--- src/lookahead_peak_limiter_defines.svh ---
// Assertion macros shared by the lookahead peak limiter RTL.
`ifndef LOOKAHEAD_PEAK_LIMITER_DEFINES_SVH
`define LOOKAHEAD_PEAK_LIMITER_DEFINES_SVH

`ifndef SYNTHESIS
// Check a property on every clock edge outside reset.
`define LPL_ASSERT(label, prop) \
   label: assert property (@(posedge clock) disable iff (reset) prop) \
      else $error("lookahead peak limiter check failed");
// Check that a condition implies a property outside reset.
`define LPL_ASSERT_IMP(label, cond, prop) \
   label: assert property (@(posedge clock) disable iff (reset) (cond) |-> (prop)) \
      else $error("lookahead peak limiter check failed");
`else
`define LPL_ASSERT(label, prop)
`define LPL_ASSERT_IMP(label, cond, prop)
`endif

`endif

--- src/lpl_pkg.sv ---
// Types and constants of the lookahead peak limiter.
package lpl_pkg;

   localparam int CHANNELS    = 2;
   localparam int SAMPLE_BITS = 24;
   localparam int PEAK_BITS   = 23;
   localparam int GAIN_BITS   = 24;
   localparam int CEIL_BITS   = 23;
   localparam int COEF_BITS   = 25;
   localparam int WLEN_BITS   = 9;
   localparam int CSR_BITS    = 25;
   localparam int CSR_IDX_BITS = 2;
   localparam int GAIN_FRAC   = 23;
   localparam int COEF_FRAC   = 24;
   localparam int ENV_PROD_BITS = GAIN_BITS + COEF_BITS;
   localparam int MAG_PROD_BITS = 2 * SAMPLE_BITS;
   localparam int DIV_CNT_BITS  = $clog2(PEAK_BITS + 1);

   localparam logic [GAIN_BITS-1:0] GAIN_UNITY    = 24'd8388608;
   localparam logic [COEF_BITS-1:0] COEF_ONE      = 25'd16777216;
   localparam logic [WLEN_BITS-1:0] WINDOW_MIN    = 9'd16;
   localparam logic [PEAK_BITS-1:0] PEAK_CAP      = 23'd8388607;
   localparam logic [CEIL_BITS-1:0] CEIL_RESET    = 23'd4194304;
   localparam logic [COEF_BITS-1:0] COEF_RESET    = 25'd1000;
   localparam logic [WLEN_BITS-1:0] WINDOW_RESET  = 9'd144;

   typedef logic signed [SAMPLE_BITS-1:0] sample_type;

   typedef enum logic [CSR_IDX_BITS-1:0] {
      CSR_ENABLE  = 2'd0,
      CSR_CEILING = 2'd1,
      CSR_RELEASE = 2'd2,
      CSR_WINDOW  = 2'd3
   } csr_index_type;

   typedef enum logic [3:0] {
      ST_CLEAR,
      ST_IDLE,
      ST_SCAN,
      ST_DIV,
      ST_ENV_MUL,
      ST_ENV_ADD,
      ST_SCALE,
      ST_ROUND,
      ST_DONE
   } state_type;

endpackage

--- src/lpl_div.sv ---
// Restoring divider for the required gain, one quotient bit per cycle.
module lpl_div (
   input  logic                          clock,
   input  logic                          reset,
   input  logic                          start,
   input  logic [lpl_pkg::CEIL_BITS-1:0] ceiling,
   input  logic [lpl_pkg::PEAK_BITS-1:0] divisor,
   output logic                          done,
   output logic [lpl_pkg::PEAK_BITS-1:0] quotient
);
   import lpl_pkg::*;

   logic [PEAK_BITS:0]      rem_ff, rem_in, trial;
   logic [PEAK_BITS-1:0]    quot_ff, quot_in;
   logic [PEAK_BITS-1:0]    div_ff, div_in;
   logic [DIV_CNT_BITS-1:0] cnt_ff, cnt_in;
   logic                    busy_ff, busy_in;
   logic                    done_ff, done_in;

   // The ceiling is below the divisor, so the integer quotient bits are zero
   // and only the fraction bits remain to be produced.
   always_comb begin
      rem_in  = rem_ff;
      quot_in = quot_ff;
      div_in  = div_ff;
      cnt_in  = cnt_ff;
      busy_in = busy_ff;
      done_in = 1'b0;
      trial   = {rem_ff[PEAK_BITS-1:0], 1'b0};
      if (start) begin
         rem_in  = {1'b0, ceiling};
         quot_in = '0;
         div_in  = divisor;
         cnt_in  = DIV_CNT_BITS'(PEAK_BITS);
         busy_in = 1'b1;
      end else if (busy_ff) begin
         if (trial >= {1'b0, div_ff}) begin
            rem_in  = trial - {1'b0, div_ff};
            quot_in = {quot_ff[PEAK_BITS-2:0], 1'b1};
         end else begin
            rem_in  = trial;
            quot_in = {quot_ff[PEAK_BITS-2:0], 1'b0};
         end
         cnt_in = cnt_ff - 1'b1;
         if (cnt_ff == DIV_CNT_BITS'(1)) begin
            busy_in = 1'b0;
            done_in = 1'b1;
         end
      end
   end

   always_ff @(posedge clock) begin
      if (reset) begin
         busy_ff <= 1'b0;
         done_ff <= 1'b0;
         cnt_ff  <= '0;
      end else begin
         busy_ff <= busy_in;
         done_ff <= done_in;
         cnt_ff  <= cnt_in;
      end
      rem_ff  <= rem_in;
      quot_ff <= quot_in;
      div_ff  <= div_in;
   end

   assign done     = done_ff;
   assign quotient = quot_ff;

endmodule

--- config.mk ---
export PLATFORM = sky130hd
export DESIGN_NAME = lpl_div
export DESIGN_NICKNAME = d
export VERILOG_FILES = /design/src/lookahead_peak_limiter_defines.svh /design/src/lpl_pkg.sv /design/src/lpl_div.sv
export SDC_FILE = /design/constraint.sdc
export NUM_CORES = 1
export LEC_CHECK = 0
export BUFFER_PORTS_ARGS = -buffer_cell sky130_fd_sc_hd__buf_2
export CAP_MARGIN = 40
export CORE_ASPECT_RATIO = 0.7
export CORE_UTILIZATION = 61
export DETAILED_ROUTE_END_ITERATION = 16
export HOLD_SLACK_MARGIN = 0.12
export PLACE_DENSITY = 0.86
export SETUP_SLACK_MARGIN = 0.3
export SLEW_MARGIN = 20
export SYNTH_ARGS = -nofsm -noshare
export SYNTH_HDL_FRONTEND = slang
export SYNTH_SLANG_ARGS = --single-unit
--- constraint.sdc ---
create_clock -name clock -period 6.2 [get_ports clock]
set_input_delay 0.31 -clock clock [delete_from_list [all_inputs] [get_ports clock]]
set_output_delay 0.31 -clock clock [all_outputs]
set_load 0.02 [all_outputs]
==> qor_table.md <==
| Step | Metric | This run |
| --- | --- | --- |
| outcome | Status | finished, final reports clean |
| setup path | Startpoint Class | register |
| cells and area | Non-Filler Instances | 598 |
| floorplan | Number of top-level pins | 73 |
| placed design | Port Buffer Count | 72 |
| yosys | Flip-flop and latch count after synthesis | 76 |
| detailed routing | Number of optimization iterations in the first detailed-route pass | 5 |
| detailed routing | Via/cell ratio | 5.73 |
| yosys | Post-synthesis instance area | 4230 sq um |
| setup path | Critical Path RT | 6.31 ns |
| timing | Setup repair after global routing missed its margin | false |
| clocking | Clk Latency, worst-skew pair | 0.36 ns |
| detailed routing | Residual DRC count | 0 |
| setup path | Worst-path maximum fanout | 15 |
| yosys | Net count after synthesis | 483 |
| detailed routing | Vias after detailed routing | 3429 |
| timing | Post-route worst setup slack | 2.76 ns |
| yosys | Mean Syn Cell Area | 10.4 sq um |
| global route | Wire length of the first global-routing pass | 15.2 mm |
| global route | Overall Global Routing Usage | 27.5% |
| yosys | Synth top area share | 32.7% |
| cells and area | Flip-flop and latch area | 1980 sq um |
| cells and area | End-of-flow core utilization | 78.9% |
| timing | Slew Limit Headroom | 55.4% |
| global route | Number of antenna violations at the first check in global routing | 0 |
| detailed routing | Post-detailed-route wirelength per cell | 15.8 microns |
| yosys | Predominant post-synthesis flop cell | sky130_fd_sc_hd__edfxtp_1 |
| detailed routing | Antenna Nets Post-Route | 0 |
| timing | Sum Neg Setup Slack | 0 ns |
| cells and area | Layout cell share with drive strength beyond 1 | 21.9% |
| clocking | CTS root buf | sky130_fd_sc_hd__clkbuf_8 |
| cells and area | Synth-to-layout area growth | 20.4% |
| cells and area | Count of inserted antenna diode cells | 0 |
| floorplan | Die height | 71.7 microns |
| setup path | Worst stage delay on the critical path | 0.57 ns |
| cells and area | Post-layout nets | 577 |
| detailed routing | DR iter-0 viols | 329 |
| floorplan | Overall die area | 7270 sq um |
| power | Static Leakage | 0.00224 uW |
| run | Max-cap violations | 0 |
| min path | Hold WC Path Type | in -> reg |
| timing | Worst Clk Skew | 0.0107 ns |
| setup path | Worst Setup End Kind | register |
| floorplan | Number of standard-cell rows in the floorplan | 24 |
| placed design | HPWL after detailed placement | 6.43 mm |
| detailed routing | Detailed-route wire length | 9.43 mm |
| global route | Global route total overflow | 0 |
| power | Maximum VDD drop | 164 uV |
| clocking | Total setup buffers inserted after CTS | 0 |
| timing | Highest achievable clock rate | 0.291 GHz |
| yosys | Post-synthesis cell count | 408 |
| placed design | GPL Wtd Cong | 0.934 |
| setup path | Worst setup path category | reg -> reg |
| yosys | Post-synthesis async set-or-reset flop share | 0% |
| floorplan | Core area | 6460 sq um |
| cells and area | Layout fillers | 438 |
| global route | Pin count of the biggest net entering global routing | 81 |
| timing | Setup Viol. Count Final | 0 |
| clocking | Clock sinks | 76 |
| clocking | Num CTS Buffers | 9 |
| global route | Via count of the first global-routing pass | 3134 |
| timing | Worst-margin pin slew | 0.668 ns |
| setup path | Buffering stage count on the worst path with inverters included | 0 |
| floorplan | Die span in x | 102 microns |
| clocking | Maximum count of clock buffers along a single path | 2 |
| power | Total power density per cell area | 335 nW/um^2 |
| yosys | Sequential share of the synthesized area | 46.9% |
| timing | Max Transition Viols Final | 0 |
| timing | Count of final hold-check violations | 0 |
| yosys | Top post-synthesis cells by area | sky130_fd_sc_hd__edfxtp_1 (33%), sky130_fd_sc_hd__dfxtp_1 (14%), sky130_fd_sc_hd__ha_1 (7.4%) |
| placed design | Dpl cells | 560 |
| clocking | Depth of the CTS H-tree | 3 |
| setup path | Arrival time at the worst endpoint | 3.55 ns |
| yosys | Warning count from the yosys run | 0 |
| floorplan | Initial core utilization | 65.5% |
| setup path | Worst path cell trace | fa_1 > a211oi_1 > o211ai_1 > nand2_1 > o211ai_4 > nor2_4 > o21a_1 > nor2_1 > a221o_1 |
| setup path | Register-to-register path setup slack | 2.76 ns |
| placed design | DP Worst Slack | 2.85 ns |
| yosys | Biggest area consumer among synthesized cells | sky130_fd_sc_hd__edfxtp_1 |
| setup path | Kind of cell adding the most delay to the critical path | compound AO/OA/AOI/OAI gates |
| power | Post-route total power | 1710 uW |
| yosys | Count of distinct cell types in the synthesized netlist | 60 |
| clocking | CTS tree | yes |
| timing | Ratio of final minimum period to clock period | 55.4% |
| cells and area | Multi-input gate area in the final layout | 2060 sq um |
| yosys | Count of flip-flops with a built-in enable after synthesis | 46 |
| timing | Clock period minus final worst setup slack | 3.44 ns |
| setup path | Cell type of the slowest stage on the worst timing path | sky130_fd_sc_hd__o21a_1 |
| clocking | Clock-pin transition on the worst setup and hold timing paths | 0.08 ns |
timing repair:
action | 4_1_cts | 5_1_grt
endpoints found under the hold margin | 19 | 2
resized for setup | 0 | 0
hold buffers | 19 | 2
area by class of cell:
type                       count  share of cell area (%)
clock inverter                 5                   0.762
timing repair buffer          97                    12.3
multi-input combinational    288                    40.5
tap                           91                    2.24
inverter                      30                    2.21
clock buffer                  11                    3.00
sequential                    76                    38.9
sequential cells by signal (all words and copies together), names as in the netlist:
register and cells:
busy_ff 1, quotient 23, done 1, cnt_ff 5
div_ff 23, rem_ff 23
layout by cell type, fill, tap and decap left out, types with 12 or more instances in the layout:
master                           n
sky130_fd_sc_hd__buf_2          72
sky130_fd_sc_hd__nor2_1         51
sky130_fd_sc_hd__edfxtp_1       46
sky130_fd_sc_hd__nand2_1        31
sky130_fd_sc_hd__dfxtp_1        30
sky130_fd_sc_hd__inv_1          29
sky130_fd_sc_hd__mux2i_1        25
sky130_fd_sc_hd__ha_1           25
sky130_fd_sc_hd__dlygate4sd3_1  21
sky130_fd_sc_hd__a21oi_1        20
sky130_fd_sc_hd__o21ai_0        12
sky130_fd_sc_hd__xnor2_1        12
report_power, final:
part           leakage (uW)  internal, uW  switching [uW]
sequential         0.000699           612            34.3
combinational       0.00144           308             383
clock              0.000100           174             195
per-layer routing:
layer	wire, microns	vias to the layer above	track usage [%]
met5	0	-	0
met1	4240	1582	38.2
met4	142	0	6.76
met3	779	24	8.78
li1	-	1672	-
met2	4270	151	41.7
cells by family after synthesis:
logic type / Yosys count / share of synthesized area, %
flops: 76 / 46.9
buf+inv: 44 / 4.29
mux: 35 / 8.94
compound gates: 90 / 15.2
xor+xnor: 19 / 3.94
simple gates: 118 / 12.9
fa+ha+maj: 26 / 7.87
stage by stage:
| step | instance area [sq um] | hold slack, ns |
|---|---|---|
| finish | 5090 | 0.135 |
| global route | 5090 | 0.120 |
| CTS | 5040 | 0.121 |
| detailed placement | 4660 | 0.477 |
| global placement | 4650 | 0.469 |
| floorplan | 4230 | 0.382 |
worst reg2reg max path: cells and delay by family, from the launching register on:
family / cells / cell delay, ns
AOI/OAI and AO/OA: 5 / 1.57
adders and majority gates: 1 / 0.52
DFF: 1 / 0.45
and+or+nand+nor: 3 / 0.65
path summary, 6_finish.rpt:
path                start           end  cells past startpoint
max reg2reg     rem_ff[0]    rem_ff[11]                      9
min            divisor[1]     div_ff[1]                      1
min reg2reg  quotient[22]  quotient[22]                      2
max             rem_ff[0]    rem_ff[11]                      9
Yosys cell counts (all sizes together) (8+ instances only):
master	number
a21oi	20
a31oi	9
dfxtp	30
edfxtp	46
ha	25
inv	29
mux2	10
mux2i	25
nand2	31
nor2	52
nor3	8
o21ai	17
xnor2	12
Power figures use the tool's default switching activity.
